==> config.mk <==
export PLATFORM = sky130hd
export DESIGN_NAME = srts_ctrl
export DESIGN_NICKNAME = d
export VERILOG_FILES = /design/src/rtl/core/srts_pkg.sv /design/src/rtl/core/srts_ctrl.sv
export SDC_FILE = /design/constraint.sdc
export NUM_CORES = 1
export LEC_CHECK = 0
export BUFFER_PORTS_ARGS = -buffer_cell sky130_fd_sc_hd__buf_2
export CAP_MARGIN = 20
export CORE_MARGIN = 1
export CORE_UTILIZATION = 40
export CTS_CLUSTER_SIZE = 14
export DETAILED_ROUTE_END_ITERATION = 6
export GPL_TIMING_DRIVEN = 1
export PLACE_DENSITY_LB_ADDON = 0.2
export SETUP_SLACK_MARGIN = 0.4
export SLEW_MARGIN = 15
export SYNTH_ARGS = -nofsm -noshare
export SYNTH_HDL_FRONTEND = slang
export SYNTH_SLANG_ARGS = --single-unit
==> constraint.sdc <==
create_clock -name clk_i -period 3.7 [get_ports clk_i]
set_clock_uncertainty 0.05 [all_clocks]
set_input_delay 0.185 -clock clk_i [delete_from_list [all_inputs] [get_ports clk_i]]
set_output_delay 0.185 -clock clk_i [all_outputs]
set_load 0.005 [all_outputs]
==> src/rtl/core/srts_pkg.sv <==
// Shared types and codes for the sparse row term store.
package srts_pkg;

  // Operation codes carried on the kind field.
  typedef enum logic [1:0] {
    KIND_SET_START = 2'd0,
    KIND_APPEND    = 2'd1,
    KIND_REMOVE    = 2'd2,
    KIND_READ      = 2'd3
  } kind_e;

  // Result status codes.
  typedef enum logic [1:0] {
    ST_OK    = 2'd0,
    ST_RANGE = 2'd1,
    ST_EMPTY = 2'd2
  } status_e;

  // Fixed field widths of the command and result ports.
  localparam int unsigned RowPortW   = 10;
  localparam int unsigned SlotW      = 12;
  localparam int unsigned TermPortW  = 12;
  localparam int unsigned ColW       = 12;
  localparam int unsigned CountPortW = 13;
  localparam int unsigned CoefPortW  = 64;

  // Access request for the row memory.
  typedef struct packed {
    logic en;
    logic we;
  } row_req_t;

  // Per-field write enables of the term memory.
  typedef struct packed {
    logic coef;
    logic col;
    logic s2t;
    logic t2s;
  } term_we_t;

endpackage

==> src/rtl/core/srts_ctrl.sv <==
// Operation sequencer: reads, checks and writes back the row and term memories.
module srts_ctrl #(
  parameter int unsigned MAX_ROWS  = 1024,
  parameter int unsigned MAX_TERMS = 4096,
  parameter int unsigned COEF_BITS = 64,
  parameter int unsigned RowIdxW   = 10,
  parameter int unsigned TermIdxW  = 12,
  parameter int unsigned CntW      = 13
) (
  input  logic                                clk_i,
  input  logic                                rst_ni,
  // Command channel
  input  logic                                start_i,
  output logic                                busy_o,
  input  logic [1:0]                          kind_i,
  input  logic [srts_pkg::RowPortW-1:0]       row_i,
  input  logic [srts_pkg::SlotW-1:0]          row_start_i,
  input  logic [srts_pkg::TermPortW-1:0]      term_index_i,
  input  logic [srts_pkg::CoefPortW-1:0]      coefficient_i,
  input  logic [srts_pkg::ColW-1:0]           column_i,
  input  logic [srts_pkg::SlotW-1:0]          position_i,
  // Result channel
  output logic                                done_o,
  output logic [srts_pkg::SlotW-1:0]          slot_o,
  output logic [srts_pkg::CountPortW-1:0]     row_count_after_o,
  output logic [srts_pkg::TermPortW-1:0]      moved_term_o,
  output logic [srts_pkg::CoefPortW-1:0]      coefficient_out_o,
  output logic [srts_pkg::ColW-1:0]           column_out_o,
  output logic [1:0]                          status_o,
  // Row memory port
  output srts_pkg::row_req_t                  row_req_o,
  output logic [RowIdxW-1:0]                  row_addr_o,
  output logic [srts_pkg::SlotW+CntW-1:0]     row_wdata_o,
  input  logic [srts_pkg::SlotW+CntW-1:0]     row_rdata_i,
  // Term memory port
  output logic                                term_en_o,
  output srts_pkg::term_we_t                  term_we_o,
  output logic [TermIdxW-1:0]                 term_addr_o,
  output logic [COEF_BITS-1:0]                term_coef_o,
  output logic [srts_pkg::ColW-1:0]           term_col_o,
  output logic [TermIdxW-1:0]                 term_s2t_o,
  output logic [TermIdxW-1:0]                 term_t2s_o,
  input  logic [COEF_BITS-1:0]                term_coef_i,
  input  logic [srts_pkg::ColW-1:0]           term_col_i,
  input  logic [TermIdxW-1:0]                 term_s2t_i,
  input  logic [TermIdxW-1:0]                 term_t2s_i
);

  localparam int unsigned SlotW    = srts_pkg::SlotW;
  localparam int unsigned SumW     = ((CntW > SlotW) ? CntW : SlotW) + 1;
  localparam int unsigned RowCmpW  = ($clog2(MAX_ROWS + 1) > srts_pkg::RowPortW) ?
                                     $clog2(MAX_ROWS + 1) : srts_pkg::RowPortW;
  localparam int unsigned CntExtW  = (CntW > srts_pkg::CountPortW) ? CntW
                                                                   : srts_pkg::CountPortW;
  localparam int unsigned TermExtW = (TermIdxW > srts_pkg::TermPortW) ? TermIdxW
                                                                      : srts_pkg::TermPortW;

  typedef enum logic [2:0] {
    S_CLEAR,
    S_IDLE,
    S_ROW,
    S_APP_MAP,
    S_RM_HOLE,
    S_RM_LAST,
    S_RM_MAP,
    S_READ
  } ctrl_state_e;

  // Count to the 13-bit result field.
  function automatic logic [srts_pkg::CountPortW-1:0] cnt_out(input logic [CntW-1:0] c);
    logic [CntExtW-1:0] e;
    e = CntExtW'(c);
    return e[srts_pkg::CountPortW-1:0];
  endfunction

  // Term index to the 12-bit result field.
  function automatic logic [srts_pkg::TermPortW-1:0] term_out(input logic [TermIdxW-1:0] t);
    logic [TermExtW-1:0] e;
    e = TermExtW'(t);
    return e[srts_pkg::TermPortW-1:0];
  endfunction

  ctrl_state_e                      state_q, state_d;
  logic [RowIdxW-1:0]               clr_q, clr_d;
  srts_pkg::kind_e                  kind_q, kind_d;
  logic                             row_ok_q, row_ok_d;
  logic [RowIdxW-1:0]               row_q, row_d;
  logic [SlotW-1:0]                 start_q, start_d;
  logic [srts_pkg::TermPortW-1:0]   term_q, term_d;
  logic [COEF_BITS-1:0]             coef_q, coef_d;
  logic [srts_pkg::ColW-1:0]        col_q, col_d;
  logic [SlotW-1:0]                 pos_q, pos_d;
  logic [SumW-1:0]                  slot_q, slot_d;
  logic [CntW-1:0]                  cnt_q, cnt_d;
  logic [TermIdxW-1:0]              hole_q, hole_d;
  logic [TermIdxW-1:0]              mv_q, mv_d;

  logic                             done_q, done_d;
  logic [SlotW-1:0]                 res_slot_q, res_slot_d;
  logic [srts_pkg::CountPortW-1:0]  res_cnt_q, res_cnt_d;
  logic [srts_pkg::TermPortW-1:0]   res_moved_q, res_moved_d;
  logic [srts_pkg::CoefPortW-1:0]   res_coef_q, res_coef_d;
  logic [srts_pkg::ColW-1:0]        res_col_q, res_col_d;
  srts_pkg::status_e                res_status_q, res_status_d;

  logic [RowCmpW-1:0]               row_ext;
  logic [SlotW-1:0]                 base;
  logic [CntW-1:0]                  cnt;
  logic [SumW-1:0]                  lim;
  logic [SumW-1:0]                  sum_app;
  logic [SumW-1:0]                  sum_rd;
  logic [SumW-1:0]                  sum_last;
  logic                             term_ok;
  logic [TermExtW-1:0]              term_ext;
  logic [TermIdxW-1:0]              term_idx;

  // Fields of the row entry just read, and the slot arithmetic on them.
  assign row_ext  = RowCmpW'(row_i);
  assign base     = row_rdata_i[CntW +: SlotW];
  assign cnt      = row_rdata_i[CntW-1:0];
  assign lim      = SumW'(MAX_TERMS);
  assign sum_app  = SumW'(base) + SumW'(cnt);
  assign sum_rd   = SumW'(base) + SumW'(pos_q);
  assign sum_last = sum_app - SumW'(1);
  assign term_ok  = SumW'(term_q) < lim;
  assign term_ext = TermExtW'(term_q);
  assign term_idx = term_ext[TermIdxW-1:0];

  // Next state, memory accesses and result values.
  always_comb begin
    state_d      = state_q;
    clr_d        = clr_q;
    kind_d       = kind_q;
    row_ok_d     = row_ok_q;
    row_d        = row_q;
    start_d      = start_q;
    term_d       = term_q;
    coef_d       = coef_q;
    col_d        = col_q;
    pos_d        = pos_q;
    slot_d       = slot_q;
    cnt_d        = cnt_q;
    hole_d       = hole_q;
    mv_d         = mv_q;
    done_d       = 1'b0;
    res_slot_d   = res_slot_q;
    res_cnt_d    = res_cnt_q;
    res_moved_d  = res_moved_q;
    res_coef_d   = res_coef_q;
    res_col_d    = res_col_q;
    res_status_d = res_status_q;

    row_req_o    = '0;
    row_addr_o   = row_q;
    row_wdata_o  = '0;
    term_en_o    = 1'b0;
    term_we_o    = '0;
    term_addr_o  = term_idx;
    term_coef_o  = coef_q;
    term_col_o   = col_q;
    term_s2t_o   = term_idx;
    term_t2s_o   = slot_q[TermIdxW-1:0];

    unique case (state_q)
      // Clearing pass: zero every row entry, one a cycle.
      S_CLEAR: begin
        row_req_o  = '{en: 1'b1, we: 1'b1};
        row_addr_o = clr_q;
        clr_d      = clr_q + RowIdxW'(1);
        if (clr_q == RowIdxW'(MAX_ROWS - 1)) begin
          state_d = S_IDLE;
        end
      end

      // Take a command and start reading its row.
      S_IDLE: begin
        row_addr_o = row_ext[RowIdxW-1:0];
        if (start_i) begin
          row_req_o = '{en: 1'b1, we: 1'b0};
          kind_d    = srts_pkg::kind_e'(kind_i);
          row_ok_d  = row_ext < RowCmpW'(MAX_ROWS);
          row_d     = row_ext[RowIdxW-1:0];
          start_d   = row_start_i;
          term_d    = term_index_i;
          coef_d    = coefficient_i[COEF_BITS-1:0];
          col_d     = column_i;
          pos_d     = position_i;
          state_d   = S_ROW;
        end
      end

      // Row entry is available: decide the operation.
      S_ROW: begin
        res_moved_d  = '0;
        res_coef_d   = '0;
        res_col_d    = '0;
        res_status_d = srts_pkg::ST_OK;
        res_cnt_d    = cnt_out(cnt);
        if (!row_ok_q) begin
          done_d       = 1'b1;
          res_slot_d   = '0;
          res_cnt_d    = '0;
          res_status_d = srts_pkg::ST_RANGE;
          state_d      = S_IDLE;
        end else begin
          unique case (kind_q)
            srts_pkg::KIND_SET_START: begin
              row_req_o   = '{en: 1'b1, we: 1'b1};
              row_wdata_o = {start_q, {CntW{1'b0}}};
              done_d      = 1'b1;
              res_slot_d  = start_q;
              res_cnt_d   = '0;
              state_d     = S_IDLE;
            end
            srts_pkg::KIND_APPEND: begin
              res_slot_d = sum_app[SlotW-1:0];
              if (sum_app >= lim || !term_ok) begin
                done_d       = 1'b1;
                res_status_d = srts_pkg::ST_RANGE;
                state_d      = S_IDLE;
              end else begin
                // Store the term at the row's end and bump the count.
                term_en_o   = 1'b1;
                term_we_o   = '{coef: 1'b1, col: 1'b1, s2t: 1'b1, t2s: 1'b0};
                term_addr_o = sum_app[TermIdxW-1:0];
                row_req_o   = '{en: 1'b1, we: 1'b1};
                row_wdata_o = {base, cnt + CntW'(1)};
                slot_d      = sum_app;
                cnt_d       = cnt + CntW'(1);
                state_d     = S_APP_MAP;
              end
            end
            srts_pkg::KIND_REMOVE: begin
              if (cnt == '0) begin
                done_d       = 1'b1;
                res_slot_d   = base;
                res_status_d = srts_pkg::ST_EMPTY;
                state_d      = S_IDLE;
              end else if (sum_last >= lim || !term_ok) begin
                done_d       = 1'b1;
                res_slot_d   = sum_last[SlotW-1:0];
                res_status_d = srts_pkg::ST_RANGE;
                state_d      = S_IDLE;
              end else begin
                // Look up the slot of the term being removed.
                term_en_o   = 1'b1;
                term_addr_o = term_idx;
                slot_d      = sum_last;
                cnt_d       = cnt;
                state_d     = S_RM_HOLE;
              end
            end
            srts_pkg::KIND_READ: begin
              res_slot_d = sum_rd[SlotW-1:0];
              if (sum_rd >= lim) begin
                done_d       = 1'b1;
                res_status_d = srts_pkg::ST_RANGE;
                state_d      = S_IDLE;
              end else begin
                term_en_o   = 1'b1;
                term_addr_o = sum_rd[TermIdxW-1:0];
                state_d     = S_READ;
              end
            end
            default: begin
              state_d = S_IDLE;
            end
          endcase
        end
      end

      // Append: point the forward map at the new slot.
      S_APP_MAP: begin
        term_en_o   = 1'b1;
        term_we_o   = '{coef: 1'b0, col: 1'b0, s2t: 1'b0, t2s: 1'b1};
        term_addr_o = term_idx;
        term_t2s_o  = slot_q[TermIdxW-1:0];
        done_d      = 1'b1;
        res_cnt_d   = cnt_out(cnt_q);
        state_d     = S_IDLE;
      end

      // Removal: take the hole slot and read the row's last entry.
      S_RM_HOLE: begin
        hole_d      = term_t2s_i;
        term_en_o   = 1'b1;
        term_addr_o = slot_q[TermIdxW-1:0];
        state_d     = S_RM_LAST;
      end

      // Removal: move the last entry into the hole and drop the count, unless a looked-up slot is out of range.
      S_RM_LAST: begin
        res_slot_d = slot_q[SlotW-1:0];
        if (SumW'(hole_q) >= lim || SumW'(term_s2t_i) >= lim) begin
          done_d       = 1'b1;
          res_cnt_d    = cnt_out(cnt_q);
          res_status_d = srts_pkg::ST_RANGE;
          state_d      = S_IDLE;
        end else begin
          term_en_o   = 1'b1;
          term_we_o   = '{coef: 1'b1, col: 1'b1, s2t: 1'b1, t2s: 1'b0};
          term_addr_o = hole_q;
          term_coef_o = term_coef_i;
          term_col_o  = term_col_i;
          term_s2t_o  = term_s2t_i;
          row_req_o   = '{en: 1'b1, we: 1'b1};
          row_wdata_o = {base, cnt_q - CntW'(1)};
          cnt_d       = cnt_q - CntW'(1);
          mv_d        = term_s2t_i;
          state_d     = S_RM_MAP;
        end
      end

      // Removal: point the moved term's forward map at the hole.
      S_RM_MAP: begin
        term_en_o   = 1'b1;
        term_we_o   = '{coef: 1'b0, col: 1'b0, s2t: 1'b0, t2s: 1'b1};
        term_addr_o = mv_q;
        term_t2s_o  = hole_q;
        done_d      = 1'b1;
        res_cnt_d   = cnt_out(cnt_q);
        res_moved_d = term_out(mv_q);
        state_d     = S_IDLE;
      end

      // Read: the entry is available.
      S_READ: begin
        done_d     = 1'b1;
        res_coef_d = srts_pkg::CoefPortW'(term_coef_i);
        res_col_d  = term_col_i;
        state_d    = S_IDLE;
      end

      default: begin
        state_d = S_IDLE;
      end
    endcase
  end

  // State, command capture and registered results.
  always_ff @(posedge clk_i or negedge rst_ni) begin
    if (!rst_ni) begin
      state_q      <= S_CLEAR;
      clr_q        <= '0;
      kind_q       <= srts_pkg::KIND_SET_START;
      row_ok_q     <= 1'b0;
      row_q        <= '0;
      start_q      <= '0;
      term_q       <= '0;
      coef_q       <= '0;
      col_q        <= '0;
      pos_q        <= '0;
      slot_q       <= '0;
      cnt_q        <= '0;
      hole_q       <= '0;
      mv_q         <= '0;
      done_q       <= 1'b0;
      res_slot_q   <= '0;
      res_cnt_q    <= '0;
      res_moved_q  <= '0;
      res_coef_q   <= '0;
      res_col_q    <= '0;
      res_status_q <= srts_pkg::ST_OK;
    end else begin
      state_q      <= state_d;
      clr_q        <= clr_d;
      kind_q       <= kind_d;
      row_ok_q     <= row_ok_d;
      row_q        <= row_d;
      start_q      <= start_d;
      term_q       <= term_d;
      coef_q       <= coef_d;
      col_q        <= col_d;
      pos_q        <= pos_d;
      slot_q       <= slot_d;
      cnt_q        <= cnt_d;
      hole_q       <= hole_d;
      mv_q         <= mv_d;
      done_q       <= done_d;
      res_slot_q   <= res_slot_d;
      res_cnt_q    <= res_cnt_d;
      res_moved_q  <= res_moved_d;
      res_coef_q   <= res_coef_d;
      res_col_q    <= res_col_d;
      res_status_q <= res_status_d;
    end
  end

  assign busy_o            = (state_q != S_IDLE);
  assign done_o            = done_q;
  assign slot_o            = res_slot_q;
  assign row_count_after_o = res_cnt_q;
  assign moved_term_o      = res_moved_q;
  assign coefficient_out_o = res_coef_q;
  assign column_out_o      = res_col_q;
  assign status_o          = res_status_q;

endmodule

==> Word level (Yosys, flattened, before mapping) <==
Cells that the tools add are included.
{ "totals": {"ff_bits": 303, "latchBits": 0, "ram_bits": 0, "romBits": 0, "wordCells": 170, "memories": 0} }
{ "classes": {"add_sub_neg": 6, "n_mul": 0, "n_div": 0, "n_lt_le_gt_ge": 7, "n_eq_ne": 25, "n_shift": 0, "muxes": 87, "n_bitwise": 1, "n_reduce_logical": 23} }
{ "ops": {"columns": ["op", "n"], "rows": [
  ["$mux W12", 15],
  ["$mux W64", 2],
  ["$pmux W64 S2", 1],
  ["$pmux W12 S2", 5],
  ["$mux W13", 8],
  ["$pmux W25 S2", 2],
  ["$pmux W12 S4", 2],
  ["$mux W25", 3],
  ["$pmux W13 S2", 2],
  ["$pmux W13 S3", 1],
  ["$ge A14 B13 Y1 const B", 2],
  ["$ge A12 B13 Y1 const B", 2],
  ["$mux W3", 7],
  ["$pmux W10 S2", 1],
  ["$pmux W3 S6", 1],
  ["$mux W2", 8],
  ["$mux W4", 4],
  ["$ne A2 B2 Y1 const B", 8],
  ["$mux W1", 15],
  ["$add A12 B13 Y14", 1],
  ["$sub A14 B1 Y14 const B", 1],
  ["$add A12 B12 Y13", 1],
  ["$add A13 B1 Y13 const B", 1],
  ["$ge A13 B13 Y1 const B", 1],
  ["33 further kinds", 55]
]} }

==> Longest topological paths before layout <==
{ "logic_depth": {"ltp_word": 9, "mapped_depth": 13} }

==> Worst setup path before layout <==
OpenSTA, ideal clock, no wires.
{ "synth_timing": {"kind": "input -> register", "startpoint": "input port row_rdata_i[0] in the netlist's numbering", "endpoint": "register res_slot_q[10] (netlist: slot_o[10])", "setup_ns": 0.125, "t_arrival_ns": 3.337, "setup_slack_ns": 0.187, "path_stages": 13, "cell_sequence": "ha_1 inv_1 fa_1 nand2b_1 a211oi_2 o21a_1 nor4_2 or4_1 a2111o_1 a22o_1 a32o_2 buf_6 mux2_4"} }
{ "synth_via": {"elab_chain_cells": 7, "word_cells_on_any_way": 12, "classes_between": "add/sub: 2; order compare: 1; eq/ne: 1; mux: 5; reduce/logical: 3"} }
{ "synth_lines": {"columns": ["element", "line_no", "text"], "rows": [
  ["from (decl)", "srts_ctrl.sv:34", "input logic [srts_pkg::SlotW+CntW-1:0] row_rdata_i,"],
  ["parallel branches: the longest is 7 deep, another holds $add A12 B13 Y14", null, null],
  ["to (signal assigned)", "srts_ctrl.sv:380", "res_slot_q <= res_slot_d;"],
  ["to (decl)", "srts_ctrl.sv:99", "logic [SlotW-1:0] res_slot_q, res_slot_d;"]
]} }
Parallel ways; which one is timed is not known. The select of a mux whose other input is x is not followed.
A chain may end at the register's enable or synchronous reset.

==> Worst setup path after layout <==
{ "layout_timing": {"startpoint": "register pos_q[0]", "endpoint": "output port term_addr_o[8]"} }
{ "layout_via": {"elab_chain_cells": 6} }
{ "layout_lines": {"columns": ["element", "line_no", "text"], "rows": [
  ["from (decl)", "srts_ctrl.sv:92", "logic [SlotW-1:0] pos_q, pos_d;"],
  ["from (signal assigned)", "srts_ctrl.sv:374", "pos_q <= pos_d;"],
  ["$add A12 B12 Y13 *", "srts_ctrl.sv:123", "assign sum_rd = SumW'(base) + SumW'(pos_q);"],
  ["$ge A13 B13 Y1", "srts_ctrl.sv:255", "if (sum_rd >= lim) begin"],
  ["$mux W12 *", "srts_ctrl.sv:255", null],
  ["$pmux W12 S2 *", "srts_ctrl.sv:206", "unique case (kind_q)"],
  ["$mux W12 *", "srts_ctrl.sv:199", "if (!row_ok_q) begin"],
  ["$pmux W12 S4 *", "srts_ctrl.sv:164", "unique case (state_q)"],
  ["to (decl)", "srts_ctrl.sv:38", "output logic [TermIdxW-1:0] term_addr_o,"]
]} }
Mark *: on every way between the ends. The rest lies on a longest branch, timed or not.

==> flow_summary.yaml <==
clock_network:
  cts_tree: "done"
  root_buffer: "clkbuf_16"
  clk_pin_slew_ns: 0.06
  cts-htree-levels: 2
  clock_sinks: 303
  cts_buffers: 37
  clock_path_buffers: 3
  clkLatencyLatePin_ns: 0.55
detailed_routing:
  wl_um: 72020
  wl_per_cell_um: 23.14
  drt_iter0_drc: 1496
  routed_via_density: 5.638
  via_count: 17550
  first_pass_iters: 7
  drt.antenna.violating_nets: 0
  drc: 0
worst_setup_path:
  regToRegSetupSlack_ns: 0.60
  crit_fanout: 2
  cpPeakStageDelay_ns: 0.41
  worst_setup_path_end_kind: "primary output"
  path_class: "register to primary output"
  worstPathRequired_ns: 3.46
  path_buf_inv: 5
  critical-path-top-delay-family: "compound AO/OA/AOI/OAI gates"
  path_cells: "ha_4 > fa_2 > a211oi_4 > o21ai_2 > buf_4 > buf_6 > buf_6 > buf_6 > a21oi_4 > xnor2_1 > nand2_1 > o2bb2ai_2 > a221oi_2 > nor2_1 > buf_2"
  arrival_ns: 3.28
  start_kind: "register"
  cp_common_cell: "buf_6"
  critPathSlowestCell: "dfrtp_1"
pwr:
  leakagePower_nw: 11.99
  powerDensity_mw_per_mm2: 822.7
  ir_drop_mv: 0.5427
synthesis:
  synth.ff_latch_count: 303
  synthCells: 1764
  ys_warn_count: 0
  netlist_area_sq_mm: 0.01683
  yosysSeqAreaShare_pct: 45.04
  yosysTopAreaCell: "dfrtp_1"
  syn_avg_cell_area_sq_um: 9.544
  async_flop_share_pct: 100.0
  synth_edf_count: 0
  syn_nets: 2048
  synth_top_cell_area_share_pct: 45.04
  ys_types: 78
  synth.area.top_cells: "dfrtp_1 (45%), mux2_2 (10%), nand2_1 (8.7%), a22o_1 (5.8%), o21ai_0 (2.5%)"
  ys.flop_type: "dfrtp_1"
die:
  die_h_um: 207.2
  die-area_sq_mm: 0.04291
  start_util_pct: 40.86
  die_w_um: 207.2
  row_count: 74
  ios: 523
  design.core.area_sq_mm: 0.04120
run:
  cap_viol_max_count: 0
timing:
  hold_viol: 0
  layout_worst_path_cycle_share_pct: 95.04
  rsz0062_at_grt: "true"
  final-max-slew-violation-count: 0
  setup_viol: 0
  period_minus_slack_ns: 3.517
  setup_slack_ns: 0.1833
  slew_headroom_pct: 33.27
  tightest_slew_ns: 0.9989
  holdWs_ns: 0.09507
  fmax_mhz: 284.4
  setup_tns_ns: 0
placed_design:
  place.gp.congestion: 0.9743
  port_buffers: 522
  preCtsSetupSlack_ns: 0.01171
  dp.final_hpwl_um: 52130
status:
  outcome: "finished clean"
grt:
  grt_pass1_wl_um: 109100
  gr-total-overflow: 0
  first_global_vias: 17890
  antenna_found_initial: 2
  grt_max_degree: 100
  grt_util_all_layers_pct: 33.02
layout:
  final_nets: 2836
  layout_common_cells: "buf_2 (521), nand2_1 (387), dfrtp_1 (299)"
  area_growth_pct: 46.29
  fillCellCount: 3539
  final_common_cell: "buf_2"
  drive_gt1_share_pct: 36.99
worst_hold_path:
  hold_path.class: "input port to register"
worst register-to-register path: stages, from the launching register on:
cell       delay, ns
dfrtp_1         0.56
buf_4           0.26
nand2b_1        0.26
nor2_1          0.73
a21boi_0        0.18
o21ai_0         0.44
o221ai_1        0.21
o2bb2ai_1       0.17
a22oi_1         0.15
report_power, final:
part / switching, mW / internal (mW)
Sequential: 1.43 / 4.89
Combinational: 5.54 / 4.69
Clock: 1.48 / 2.23
final timing paths:
| check | from | end | depth (start not counted) |
|---|---|---|---|
| max | pos_q[0]$_DFFE_PN0P_ | term_addr_o[8] | 15 |
| min | row_rdata_i[11] | row_count_after_o[11]$_DFFE_PN0P_ | 3 |
| max reg2reg | kind_q[1]$_DFFE_PN0P_ | slot_o[6]$_DFFE_PN0P_ | 8 |
| min reg2reg | moved_term_o[1]$_DFFE_PN0P_ | moved_term_o[1]$_DFFE_PN0P_ | 2 |
| max in group asynchronous | rst_ni | coefficient_out_o[16]$_DFFE_PN0P_ | 3 |
| min in group asynchronous | rst_ni | cnt_q[6]$_DFFE_PN0P_ | 2 |
cell type report:
type,count,area (sq um),area share (%)
Antenna cell,2,5.005,0.02032
Clock buffer,56,1120,4.547
Clock inverter,10,107.6,0.4369
Inverter,22,82.58,0.3353
Multi-Input combinational cell,1313,9099,36.95
Sequential cell,303,7587,30.81
Tap cell,532,665.6,2.703
Timing Repair Buffer,875,5961,24.20
stage by stage:
| stage | power (mW) | cell area, sq um | util [%] | instances |
|---|---|---|---|---|
| 5_1_grt | 21.36 | 24630 | 59.77 | 3113 |
| 3_3_place_gp | 15.49 | 20550 | 49.87 | 2793 |
| 2_1_floorplan | 11.19 | 16880 | - | 1764 |
| 6_report | 20.26 | 24630 | 59.77 | 3113 |
| 4_1_cts | 19.90 | 24390 | 59.21 | 3105 |
| 3_5_place_dp | 15.60 | 20550 | 49.87 | 2793 |
cells in the mapped netlist (all sizes together) (5+ instances only):
library cell and instances:
o22ai 26, a211oi 13, and2 5, or4 5, mux2i 13, a22oi 18, o21a 7, or3 9
o211ai 10, mux2 158, o22a 12, a21o 7, a22o 111, nor2 92, a21oi 66, buf 18
nand3 17, xnor2 43, nand2 390, nor4 7, dfrtp 303, o32ai 9, o21ai 89, ha 30
xor2 31, a221oi 10, or2 10, a31oi 8, nand2b 10, and3 10, nor2b 21, clkbuf 108
nor3 21, inv 22
sequential cells by signal (all words and copies together) (netlist names), 13 cells and up:
register,cells
coefficient_out_o,64
row_count_after_o,13
coef_q,64
cnt_q,13
logic make-up after synthesis:
| group | after synthesis | synth area share, % |
|---|---|---|
| fa+ha+maj | 32 | 2.467 |
| buf+inv | 148 | 3.463 |
| flops | 303 | 45.04 |
| mux | 172 | 11.61 |
| simple gates | 607 | 15.26 |
| compound gates | 428 | 18.31 |
| xor+xnor | 74 | 3.850 |
layer usage:
metal | up-vias | track usage, % | wire, um
met3 | 181 | 6.534 | 5096
met5 | - | 0 | 0
met1 | 8661 | 43.21 | 30400
met4 | 0 | 13.43 | 2939
li1 | 7852 | - | -
met2 | 856 | 53.54 | 33590
what timing repair did:
item / CTS / global route
resized for setup: 46 / 38
setup buffers: 20 / 6
hold endpoints to repair: 318 / 0
pin swaps: 25 / 31
hold buffers: 226 / 0
cloned: 0 / 0
setup endpoints to repair: 18 / 39
No activity file was read; power rests on OpenSTA's default activity.
